<file path="src/rtl/note_driven_light_controller_macros.svh">
// Assertion macros for the note-driven light controller.
// Needs no other file; the RTL that asserts includes this header.
`ifndef NOTE_DRIVEN_LIGHT_CONTROLLER_MACROS_SVH
`define NOTE_DRIVEN_LIGHT_CONTROLLER_MACROS_SVH

`ifndef SYNTHESIS

// Whenever cond holds at an edge, prop holds at the same edge.
`define NLC_ASSERT_SAME(label, clk, rst, cond, prop) \
   label: assert property (@(posedge clk) disable iff (rst) (cond) |-> (prop)) \
      else $error("nlc assertion failed");

// Whenever cond holds at an edge, prop holds at the next edge.
`define NLC_ASSERT_NEXT(label, clk, rst, cond, prop) \
   label: assert property (@(posedge clk) disable iff (rst) (cond) |=> (prop)) \
      else $error("nlc assertion failed");

`else

`define NLC_ASSERT_SAME(label, clk, rst, cond, prop)
`define NLC_ASSERT_NEXT(label, clk, rst, cond, prop)

`endif

`endif

</file>
<file path="src/rtl/nlc_pkg.sv">
// Shared types, constants and helpers of the note-driven light controller.
// Has no dependencies; the top level imports it.
package nlc_pkg;

   localparam int unsigned MAX_RATE_EXP_DEFAULT = 9;
   localparam int unsigned RATE_EXP_RESET       = 6;
   localparam int unsigned TICK_W               = 10;
   localparam int unsigned CSR_INDEX_W          = 2;
   localparam int unsigned CSR_DATA_W           = 8;

   // Request types.
   localparam logic [1:0] REQ_TICK     = 2'd0;
   localparam logic [1:0] REQ_NOTE_ON  = 2'd1;
   localparam logic [1:0] REQ_NOTE_OFF = 2'd2;

   // Register indexes.
   localparam logic [CSR_INDEX_W-1:0] CSR_RELEASE_LEVEL = 2'd0;
   localparam logic [CSR_INDEX_W-1:0] CSR_GAIN          = 2'd1;

   localparam logic [7:0] RELEASE_LEVEL_RESET = 8'd255;
   localparam logic [7:0] GAIN_RESET          = 8'd1;
   localparam logic [7:0] STEADY_LEVEL        = 8'd55;
   localparam logic [7:0] STROBE_HIGH         = 8'd255;

   // Keys.
   localparam logic [6:0] KEY_RATE_UP   = 7'd49;
   localparam logic [6:0] KEY_RATE_DOWN = 7'd51;
   localparam logic [6:0] LEVEL_KEY  [3] = '{7'd48, 7'd50, 7'd52};
   localparam logic [6:0] STEADY_KEY [3] = '{7'd53, 7'd55, 7'd57};
   localparam logic [6:0] STROBE_KEY [3] = '{7'd59, 7'd60, 7'd62};
   localparam logic [6:0] REDRAW_KEY [3] = '{7'd64, 7'd65, 7'd67};

   // Frame bytes and escaping.
   localparam logic [7:0] FRAME_START = 8'h42;
   localparam logic [7:0] BYTE_HASH   = 8'h23;
   localparam logic [7:0] BYTE_START  = 8'h42;
   localparam logic [7:0] BYTE_ESC    = 8'h65;
   localparam logic [7:0] BYTE_SIXTY6 = 8'h66;
   localparam logic [2:0] ESC_NONE    = 3'd0;
   localparam logic [2:0] ESC_HASH    = 3'd1;
   localparam logic [2:0] ESC_START   = 3'd2;
   localparam logic [2:0] ESC_ESC     = 3'd3;
   localparam logic [2:0] ESC_SIXTY6  = 3'd4;

   // Frame positions: start byte, two zero bytes, then red, green, blue.
   localparam logic [2:0] POS_START = 3'd0;
   localparam logic [2:0] POS_ZERO0 = 3'd1;
   localparam logic [2:0] POS_ZERO1 = 3'd2;
   localparam logic [2:0] POS_RED   = 3'd3;
   localparam logic [2:0] POS_GREEN = 3'd4;
   localparam logic [2:0] POS_BLUE  = 3'd5;

   typedef struct packed {
      logic [1:0] req_type;
      logic [6:0] note;
      logic [6:0] velocity;
   } req_payload_type;

   typedef struct packed {
      logic [7:0] out_byte;
      logic       last;
   } rsp_payload_type;

   // Returns the escape code that follows the escape byte, or none.
   function automatic logic [2:0] esc_code(input logic [7:0] b);
      logic [2:0] code;
      case (b)
         BYTE_HASH:   code = ESC_HASH;
         BYTE_START:  code = ESC_START;
         BYTE_ESC:    code = ESC_ESC;
         BYTE_SIXTY6: code = ESC_SIXTY6;
         default:     code = ESC_NONE;
      endcase
      return code;
   endfunction

endpackage

</file>
<file path="src/rtl/note_driven_light_controller.sv">
// Note-driven light controller: a rendering tick emits one escaped frame of 6 to 9
// result transfers, one per cycle while rsp is not stalled, which reach rsp once the
// frame buffer and then the output register are loaded. Note events are accepted
// while a frame drains. A tick is held off while a frame drains, so with the single
// frame buffer and byte-wide output a new frame never starts before the last has left.
// Reset is synchronous and active high; all but the payload registers return to reset values.
`include "note_driven_light_controller_macros.svh"

module note_driven_light_controller #(
   parameter int unsigned MAX_RATE_EXP = nlc_pkg::MAX_RATE_EXP_DEFAULT
) (
   input  logic                                clock,
   input  logic                                reset,
   input  logic                                req_valid,
   output logic                                req_stall,
   input  nlc_pkg::req_payload_type            req_data,
   output logic                                rsp_valid,
   input  logic                                rsp_stall,
   output nlc_pkg::rsp_payload_type            rsp_data,
   input  logic                                csr_we,
   input  logic [nlc_pkg::CSR_INDEX_W-1:0]     csr_index,
   input  logic [nlc_pkg::CSR_DATA_W-1:0]      csr_wdata
);

   import nlc_pkg::*;

   // The rate exponent must hold both its reset value and its ceiling.
   localparam int unsigned RATE_TOP =
      (MAX_RATE_EXP > RATE_EXP_RESET) ? MAX_RATE_EXP : RATE_EXP_RESET;
   localparam int unsigned RATE_W = $clog2(RATE_TOP + 1);

   // Configuration registers.
   logic [7:0] release_level_ff;
   logic [7:0] gain_ff;

   // Lighting state. Channel order is red, green, blue.
   logic [7:0]        level_ff [3];
   logic [7:0]        level_in [3];
   logic [2:0]        steady_ff, steady_in;
   logic [2:0]        strobe_ff, strobe_in;
   logic [RATE_W-1:0] rate_ff, rate_in;
   logic [TICK_W-1:0] tick_ff, tick_in;
   logic              redraw_ff, redraw_in;

   // Frame buffer and its byte sequencer.
   logic [7:0] frame_ff [3];
   logic [7:0] frame_in [3];
   logic       frame_load;
   logic       busy_ff, busy_in;
   logic [2:0] pos_ff, pos_in;
   logic       esc_ff, esc_in;

   // Output register.
   logic            rsp_valid_ff, rsp_valid_in;
   rsp_payload_type rsp_data_ff, rsp_data_in;

   logic              req_fire;
   logic [TICK_W-1:0] tick_next;
   logic [TICK_W-1:0] strobe_shift;
   logic              render;
   logic [7:0]        shown [3];
   logic [7:0]        kept [3];
   logic [15:0]       product [3];
   logic              any_dec;

   logic       emit_go;
   logic [7:0] cur_byte;
   logic [2:0] cur_code;

   // A tick may render a frame, and there is only one frame buffer, so ticks wait
   // for the previous frame to leave. Note events are always taken.
   assign req_stall = busy_ff && (req_data.req_type == REQ_TICK);
   assign req_fire  = req_valid && !req_stall;

   // Tick arithmetic: the counter steps first, and the strobe follows the
   // selected bit of the new count. Exponents past the counter read as zero.
   assign tick_next    = tick_ff + TICK_W'(1);
   assign strobe_shift = tick_next >> rate_ff;
   assign render       = redraw_ff || (strobe_ff != 3'b000);

   always_comb begin
      any_dec = 1'b0;
      for (int c = 0; c < 3; c++) begin
         shown[c] = level_ff[c];
         if (render) begin
            if (strobe_ff[c]) begin
               shown[c] = strobe_shift[0] ? STROBE_HIGH : 8'd0;
            end
            if (steady_ff[c]) begin
               shown[c] = STEADY_LEVEL;
            end
         end
         // Only the low byte of the gain product reaches the link.
         product[c] = {8'd0, shown[c]} * {8'd0, gain_ff};
         // Steady channels go dark after they were shown.
         kept[c] = (render && steady_ff[c]) ? 8'd0 : shown[c];
         if (kept[c] != 8'd0) begin
            any_dec = 1'b1;
         end
      end
   end

   // State update for the accepted item.
   always_comb begin
      level_in   = level_ff;
      steady_in  = steady_ff;
      strobe_in  = strobe_ff;
      rate_in    = rate_ff;
      tick_in    = tick_ff;
      redraw_in  = redraw_ff;
      frame_in   = frame_ff;
      frame_load = 1'b0;
      if (req_fire) begin
         case (req_data.req_type)
            REQ_NOTE_ON: begin
               if (req_data.note == KEY_RATE_UP) begin
                  if (rate_ff < RATE_W'(MAX_RATE_EXP)) begin
                     rate_in = rate_ff + RATE_W'(1);
                  end
               end else if (req_data.note == KEY_RATE_DOWN) begin
                  if (rate_ff != '0) begin
                     rate_in = rate_ff - RATE_W'(1);
                  end
               end else begin
                  // The key sets are disjoint, so at most one arm matches.
                  for (int c = 0; c < 3; c++) begin
                     if (req_data.note == LEVEL_KEY[c]) begin
                        level_in[c] = {req_data.velocity, 1'b0};
                        redraw_in   = 1'b1;
                     end
                     if (req_data.note == STEADY_KEY[c]) begin
                        steady_in[c] = 1'b1;
                        redraw_in    = 1'b1;
                     end
                     if (req_data.note == STROBE_KEY[c]) begin
                        strobe_in[c] = 1'b1;
                     end
                     if (req_data.note == REDRAW_KEY[c]) begin
                        redraw_in = 1'b1;
                     end
                  end
               end
            end
            REQ_NOTE_OFF: begin
               for (int c = 0; c < 3; c++) begin
                  if (req_data.note == STEADY_KEY[c]) begin
                     steady_in[c] = 1'b0;
                     level_in[c]  = release_level_ff;
                     redraw_in    = 1'b1;
                  end
                  if (req_data.note == STROBE_KEY[c]) begin
                     strobe_in[c] = 1'b0;
                     level_in[c]  = release_level_ff;
                  end
                  if (req_data.note == REDRAW_KEY[c]) begin
                     redraw_in = 1'b1;
                  end
               end
            end
            REQ_TICK: begin
               tick_in = tick_next;
               for (int c = 0; c < 3; c++) begin
                  level_in[c] = (kept[c] != 8'd0) ? kept[c] - 8'd1 : 8'd0;
                  frame_in[c] = render ? product[c][7:0] : frame_ff[c];
               end
               // A rendered frame clears the request; any decay asks for another.
               redraw_in  = any_dec;
               frame_load = render;
            end
            default: begin
            end
         endcase
      end
   end

   // Byte sequencer: walks the frame, inserting the escape byte before any
   // reserved value. The start byte itself goes out raw.
   assign emit_go = busy_ff && (!rsp_valid_ff || !rsp_stall);

   always_comb begin
      case (pos_ff)
         POS_START: cur_byte = FRAME_START;
         POS_ZERO0: cur_byte = 8'd0;
         POS_ZERO1: cur_byte = 8'd0;
         POS_RED:   cur_byte = frame_ff[0];
         POS_GREEN: cur_byte = frame_ff[1];
         POS_BLUE:  cur_byte = frame_ff[2];
         default:   cur_byte = 8'd0;
      endcase
      cur_code = (pos_ff == POS_START) ? ESC_NONE : esc_code(cur_byte);
   end

   always_comb begin
      busy_in      = busy_ff;
      pos_in       = pos_ff;
      esc_in       = esc_ff;
      rsp_data_in  = rsp_data_ff;
      rsp_valid_in = emit_go || (rsp_valid_ff && rsp_stall);
      if (frame_load) begin
         busy_in = 1'b1;
         pos_in  = POS_START;
         esc_in  = 1'b0;
      end else if (emit_go) begin
         rsp_data_in.last = 1'b0;
         if (!esc_ff && (cur_code != ESC_NONE)) begin
            rsp_data_in.out_byte = BYTE_ESC;
            esc_in               = 1'b1;
         end else begin
            rsp_data_in.out_byte = esc_ff ? {5'd0, cur_code} : cur_byte;
            esc_in               = 1'b0;
            if (pos_ff == POS_BLUE) begin
               rsp_data_in.last = 1'b1;
               busy_in          = 1'b0;
            end else begin
               pos_in = pos_ff + 3'd1;
            end
         end
      end
   end

   always_ff @(posedge clock) begin
      if (reset) begin
         release_level_ff <= RELEASE_LEVEL_RESET;
         gain_ff          <= GAIN_RESET;
         level_ff         <= '{8'd0, 8'd0, 8'd0};
         steady_ff        <= 3'b000;
         strobe_ff        <= 3'b000;
         rate_ff          <= RATE_W'(RATE_EXP_RESET);
         tick_ff          <= '0;
         redraw_ff        <= 1'b1;
         busy_ff          <= 1'b0;
         pos_ff           <= POS_START;
         esc_ff           <= 1'b0;
         rsp_valid_ff     <= 1'b0;
      end else begin
         if (csr_we && (csr_index == CSR_RELEASE_LEVEL)) begin
            release_level_ff <= csr_wdata;
         end
         if (csr_we && (csr_index == CSR_GAIN)) begin
            gain_ff <= csr_wdata;
         end
         level_ff     <= level_in;
         steady_ff    <= steady_in;
         strobe_ff    <= strobe_in;
         rate_ff      <= rate_in;
         tick_ff      <= tick_in;
         redraw_ff    <= redraw_in;
         busy_ff      <= busy_in;
         pos_ff       <= pos_in;
         esc_ff       <= esc_in;
         rsp_valid_ff <= rsp_valid_in;
      end
   end

   // Payload registers carry no reset.
   always_ff @(posedge clock) begin
      frame_ff    <= frame_in;
      rsp_data_ff <= rsp_data_in;
   end

   assign rsp_valid = rsp_valid_ff;
   assign rsp_data  = rsp_data_ff;

   // A new frame never lands on top of one that is still draining.
   `NLC_ASSERT_SAME(a_no_frame_overrun, clock, reset, frame_load, !busy_ff)
   // The escape half of a byte pair exists only inside a frame.
   `NLC_ASSERT_SAME(a_esc_in_frame, clock, reset, esc_ff, busy_ff)
   // Emitting the final byte ends the frame.
   `NLC_ASSERT_NEXT(a_last_ends_frame, clock, reset, emit_go && esc_in == 1'b0 && pos_ff == POS_BLUE && (esc_ff || cur_code == ESC_NONE), !busy_ff && rsp_valid_ff && rsp_data_ff.last)

endmodule
</file>
<file path="config.mk">
export PLATFORM = sky130hd
export DESIGN_NAME = note_driven_light_controller
export DESIGN_NICKNAME = d
export VERILOG_FILES = /design/src/rtl/nlc_pkg.sv /design/src/rtl/note_driven_light_controller.sv
export VERILOG_INCLUDE_DIRS = /design/src /design/src/rtl
export SDC_FILE = /design/constraint.sdc
export NUM_CORES = 1
export LEC_CHECK = 0
export ABC_CLOCK_PERIOD_IN_PS = 14600
export BUFFER_PORTS_ARGS = -buffer_cell sky130_fd_sc_hd__buf_4
export CAP_MARGIN = 0
export CORE_ASPECT_RATIO = 1.25
export CORE_MARGIN = 2
export CORE_UTILIZATION = 50
export CTS_CLUSTER_SIZE = 25
export DETAILED_ROUTE_END_ITERATION = 16
export PLACE_DENSITY_LB_ADDON = 0.12
export SLEW_MARGIN = 20
export SYNTH_ARGS = -nofsm -noshare
export SYNTH_HDL_FRONTEND = slang
export SYNTH_SLANG_ARGS = --single-unit
</file>
<file path="constraint.sdc">
create_clock -name clock -period 14.6 [get_ports clock]
set_clock_uncertainty 0.1 [all_clocks]
set_input_delay 2.19 -clock clock [delete_from_list [all_inputs] [get_ports clock]]
set_output_delay 2.19 -clock clock [all_outputs]
set_load 0.02 [all_outputs]
</file>
# Word-level counts from Yosys, hierarchy flattened
# Cells that the tools add are included.
# Widths: inputs -> output; s select.
dict set report word_totals {
  register_bits 100
  inputBits 31
  output_inout_bits 11
  wordCells 219
}
dict set report classes {
  add_sub_neg 7
  n_mul 3
  n_lt_le_gt_ge 1
  eq_ne 48
  shift 1
  muxes 82
  bitwise_logic 3
  n_reduce_logical 50
}
# op count
set op_table {}
lappend op_table {{$mux 8} 25}
lappend op_table {{$eq 7x6->1 const B} 11}
lappend op_table {{$pmux 24 s3} 1}
lappend op_table {{$reduce_and 6->1} 10}
lappend op_table {{$mux 24} 2}
lappend op_table {{$mux 1} 39}
lappend op_table {{$ne 2x2->1 const B} 18}
lappend op_table {{$pmux 8 s4} 1}
lappend op_table {{$eq 8x7->1 const B} 3}
lappend op_table {{$mul 8x8->8} 3}
lappend op_table {{$reduce_bool 8->1} 3}
lappend op_table {{$sub 8x1->8 const B} 3}
lappend op_table {{$eq 7x7->1 const B} 3}
lappend op_table {{$mux 4} 4}
lappend op_table {{$mux 3} 5}
lappend op_table {{$pmux 3 s2} 2}
lappend op_table {{$pmux 3 s4} 1}
lappend op_table {{$add 10x1->10 const B} 1}
lappend op_table {{$logic_and 1x1->1} 10}
lappend op_table {{$ne 10x10->1 const B} 1}
lappend op_table {{$reduce_bool 2->1} 5}
lappend op_table {{$shr 10x4->1} 1}
lappend op_table {{$ne 3x3->1 const B} 3}
lappend op_table {{$reduce_and 3->1} 3}
lappend op_table {{23 further kinds} 37}

# Depth between registers and ports, before layout
dict set report depth {
  ltp_word 13
  depth_mapped 26
  depth_no_buf 24
}

# Least setup slack after synthesis
# Ideal clock, no wire load.
dict set report synth_timing {
  path_kind {register to register}
  startpoint {register tick_ff[0]}
  endpoint {register frame_ff[23] (netlist bit) (data pin)}
  setup_ns 0.268
  t_arrival_ns 5.380
  required_time_ns 14.232
  path_slack_ns 8.853
  path_stages_with_launch 24
  n_path_buf 2
  period_less_slack_ns 5.747
  path_cell_list {dfxtp_1 -> ha_1 -> and3_4 -> buf_6 -> a311o_1 -> o211ai_2 -> nand4_4 -> buf_2 -> o21ai_1 -> and2_1 -> o21ai_0 -> and2_1 -> fa_1 -> inv_1 -> fa_1 -> fa_1 -> fa_1 -> inv_1 -> ha_1 -> a21oi_1 -> xnor2_1 -> xnor2_1 -> xor2_1 -> xnor3_1}
}
# element line_no
set synth_rtl {}
lappend synth_rtl {{start: declaration} note_driven_light_controller.sv:42} ;# logic [TICK_W-1:0] tick_ff, tick_in;
lappend synth_rtl {{start signal: assignment} note_driven_light_controller.sv:246} ;# tick_ff <= tick_in;
lappend synth_rtl {{end signal: assignment} note_driven_light_controller.sv:257} ;# frame_ff <= frame_in;
lappend synth_rtl {{end: declaration} note_driven_light_controller.sv:46} ;# logic [7:0] frame_ff [3];

==> flow_summary.toml <==
[status]
outcome = "finished clean"

[power]
p_switching_uw = 215.8
sw_frac_of_total_pct = 31.23
power.internal_uw = 475.2
leakagePower_uw = 0.004092
power_frac_clock_pct = 34.6
p_total_uw = 691.0
p_per_area_mw_per_mm2 = 71.66
p_comb_share_pct = 20.1
pwr-share-seq_pct = 45.3
ir_drop_mv = 0.04888

[final_layout]
fillCellCount = 1706
drive_gt1_share_pct = 8.772
syn2layout_area_growth_pct = 7.565
n_antenna_cell = 0
num-nets-final = 1207

[drt]
dr.pass1.iters = 6
drt-initial-drc-count = 514
viasPerCell = 5.882
route.detailed.wl_per_inst_um = 17.43
dr_total_vias = 7688
ant_nets = 0
wirelength_mm = 22.78
drc_errors = 0

[floorplanning]
fp.dieArea_mm2 = 0.01902
num_rows = 54
io_pins = 42
die_h_um = 153.7
start_util_pct = 51.23
core_region_area_mm2 = 0.01750
die_x_um = 123.8

[timing]
rsz0062_at_grt = "no"
fin_tns_setup_ns = 0
relSlewSlack_pct = 28.78
finalHoldViolCount = 0
fin_crit_sh_pct = 41.47
setup_viol = 0
drv_slew = 0
min_period_ns = 6.055
fmax_mhz = 165.2
tightest_slew_ns = 1.066

[grt]
grt_pass1_vias = 7483
grt-ovfl-total = 0
antenna_found_initial = 0
grt_max_degree = 56
grtUsageMet3_pct = 2.485
grt_util_all_layers_pct = 25.51
grtUsageMet1_pct = 31.34
met2_usage_pct = 45.03
gr-max-usage-layer = "met2"
grt_pass1_wl_mm = 37.99

[placement]
hpwl_mm = 17.53
port_buffers = 41
gp_congestion = 0.9232

[critical_path]
critPathTopFamily = "adder cells"
cp_max_fo = 14
cp.depth = 20
endpoint_kind = "flip-flop"
path_class = "flip-flop to flip-flop"
reg2reg_depth = 20
cp_data_required_time_ns = 14.62
max_stage_delay_ns = 0.54
worst_setup_path_start_kind = "flip-flop"
worst_path_most_repeated_cell = "fa_1"
reg2reg_from = "tick_ff[0]"
crit_path_start = "tick_ff[0]"
cpMaxStageDelayCell = "fa_1"
cp_cell_sequence = "ha_1 -> and3_4 -> a311o_1 -> o211ai_2 -> nand4_4 -> o21ai_2 -> nand2_1 -> and2_1 -> fa_1 -> inv_1 -> fa_1 -> fa_1 -> fa_1 -> inv_1 -> ha_1 -> a21oi_1 -> xnor2_1 -> xnor2_1 -> xnor2_1 -> xnor3_1"
crit_buf_inv = 2
crit_arrival_ns = 6.07

[clock_tree]
cts_made_buffers = 9
cts_max_level = 3
clockRootBuffer = "clkbuf_16"
post_cts_buffers = 0
clock_latency_ns = 0.37
cts_num_sinks = 100
hold_buffers = 0
cts_tree = "yes"
clk_pin_slew_ns = 0.08
clockBufferDepth = 2
post_cts_resized = 0

[logic_synthesis]
synth_area_mm2 = 0.008965
async_flop_share_pct = 0
synth_seq_cells = 100
yosysWarnings = 0
synthCells = 1075
synth_edf_count = 33
synth_nets = 1204
synth_cell_type_count = 95
ys_seq_area_share_pct = 26.02
syn_area_per_cell_um2 = 8.339
synth_flop_cell = "dfxtp_1"

[job]
drv_cap = 0

[min_path]
hold_class = "flip-flop to flip-flop"
whs_path_depth = 2
min_from = "release_level_ff[7]"
## cell usage after synthesis (4+ instances only)
cell type | instances | area share, %
nor3_1 | 20 | 1.1
a22oi_1 | 5 | 0.42
a21boi_0 | 6 | 0.50
a21oi_1 | 58 | 3.2
buf_1 | 6 | 0.25
nand2b_1 | 12 | 0.84
buf_2 | 9 | 0.50
o211a_1 | 4 | 0.45
edfxtp_1 | 33 | 11
nand3b_1 | 5 | 0.42
fa_1 | 37 | 8.3
ha_1 | 61 | 8.5
clkbuf_1 | 32 | 1.3
or3_1 | 9 | 0.63
nand2_1 | 130 | 5.4
nor2_1 | 96 | 4.0
nand3_1 | 12 | 0.67
nor3b_1 | 5 | 0.42
or2_2 | 6 | 0.42
nand4_1 | 10 | 0.70
nor2b_1 | 7 | 0.49
a21o_1 | 14 | 1.2
inv_1 | 82 | 3.4
o21ai_0 | 44 | 2.5
o211ai_1 | 8 | 0.67
and3_1 | 8 | 0.56
nor4_1 | 6 | 0.42
a221oi_1 | 4 | 0.39
mux2i_1 | 21 | 2.3
o21ai_1 | 8 | 0.45
dfxtp_1 | 67 | 15
and2_1 | 60 | 4.2
a311oi_1 | 15 | 1.5
xnor2_1 | 39 | 3.8
a31oi_1 | 6 | 0.42
xor2_1 | 14 | 1.4
a211oi_1 | 13 | 1.1
o22ai_1 | 9 | 0.63
o21a_1 | 10 | 0.84
## path summary, 6_finish.rpt
check | slack (ns) | to
min | 0.38 | release_level_ff[7]
min reg2reg | 0.38 | release_level_ff[7]
max | 8.55 | frame_ff[15]
max reg2reg | 8.55 | frame_ff[15]
## metal layers
layer,share of wire [%],routed length (um)
met5,0,0
met4,3.8,859
met3,3.1,696
met2,51,11550
met1,42,9668
## cells in the final DEF, fill, tap and decap left out, drive strengths merged, types with 12 or more instances in the layout
master,instances
a21o,14
a211oi,13
buf,45
nand2b,12
xnor2,39
dfxtp,67
mux2i,21
fa,37
inv,85
nor3,20
a311oi,16
ha,61
nor2,97
edfxtp,33
and2,63
xor2,14
nand2,130
nand3,12
o21ai,55
a21oi,61
## power by group through the flow
stage | clock (uW) | sequential [uW] | combinational, uW
2_1_floorplan | 0 | 312 | 103
3_5_place_dp | 0 | 319 | 138
5_1_grt | 252 | 315 | 156
6_report | 239 | 313 | 139
3_3_place_gp | 0 | 319 | 136
4_1_cts | 241 | 313 | 139
## tightest hold or removal path, cell delays in order, from the launching register on
cell and delay [ns]:
dfxtp_1 0.33, mux2i_1 0.06, nand2_1 0.06
## per-stage QoR
step	util (%)	cells	hold WS, ns	instance area, um^2	worst slack, ns
final	55.11	1307	0.3759	9643	8.545
after global routing	55.11	1307	0.4022	9643	8.151
after CTS	55.08	1307	0.3810	9639	8.542
after detailed placement	53.45	1291	0.3618	9353	8.598
after global placement	53.44	1291	0.3558	9351	8.644
after floorplan	-	1075	0.3414	8965	8.853
## registers in the layout, indices dropped and copies added (netlist names)
name	cells
frame_ff	24
rsp_valid	1
gain_ff	8
strobe_ff	3
redraw_ff	1
busy_ff	1
level_ff	24
pos_ff	3
release_level_ff	8
tick_ff	10
rsp_data	9
steady_ff	3
esc_ff	1
rate_ff	4
## logic make-up (layout without fill, tap and decap cells)
logic type,count (synthesis),count (layout),synth area share [%]
AO/OA/AOI/OAI,254,254,19.83
XOR/XNOR,57,57,6.197
adder cells (fa/ha/maj),98,98,16.78
buffers and inverters,136,144,6.113
flip-flops,100,100,26.02
multiplexers,22,22,2.470
AND/OR/NAND/NOR,408,408,22.60
## area by class of cell
class                      instances  area, um^2  area share (%)
inverter                          83       311.5           3.231
sequential                       100        2332           24.19
clock buffer                       9       225.2           2.336
multi-input combinational        839        6095           63.20
tap                              224       280.3           2.906
clock inverter                     7       61.31          0.6358
timing repair buffer              45       337.8           3.503
Power figures use the tool's default switching activity.
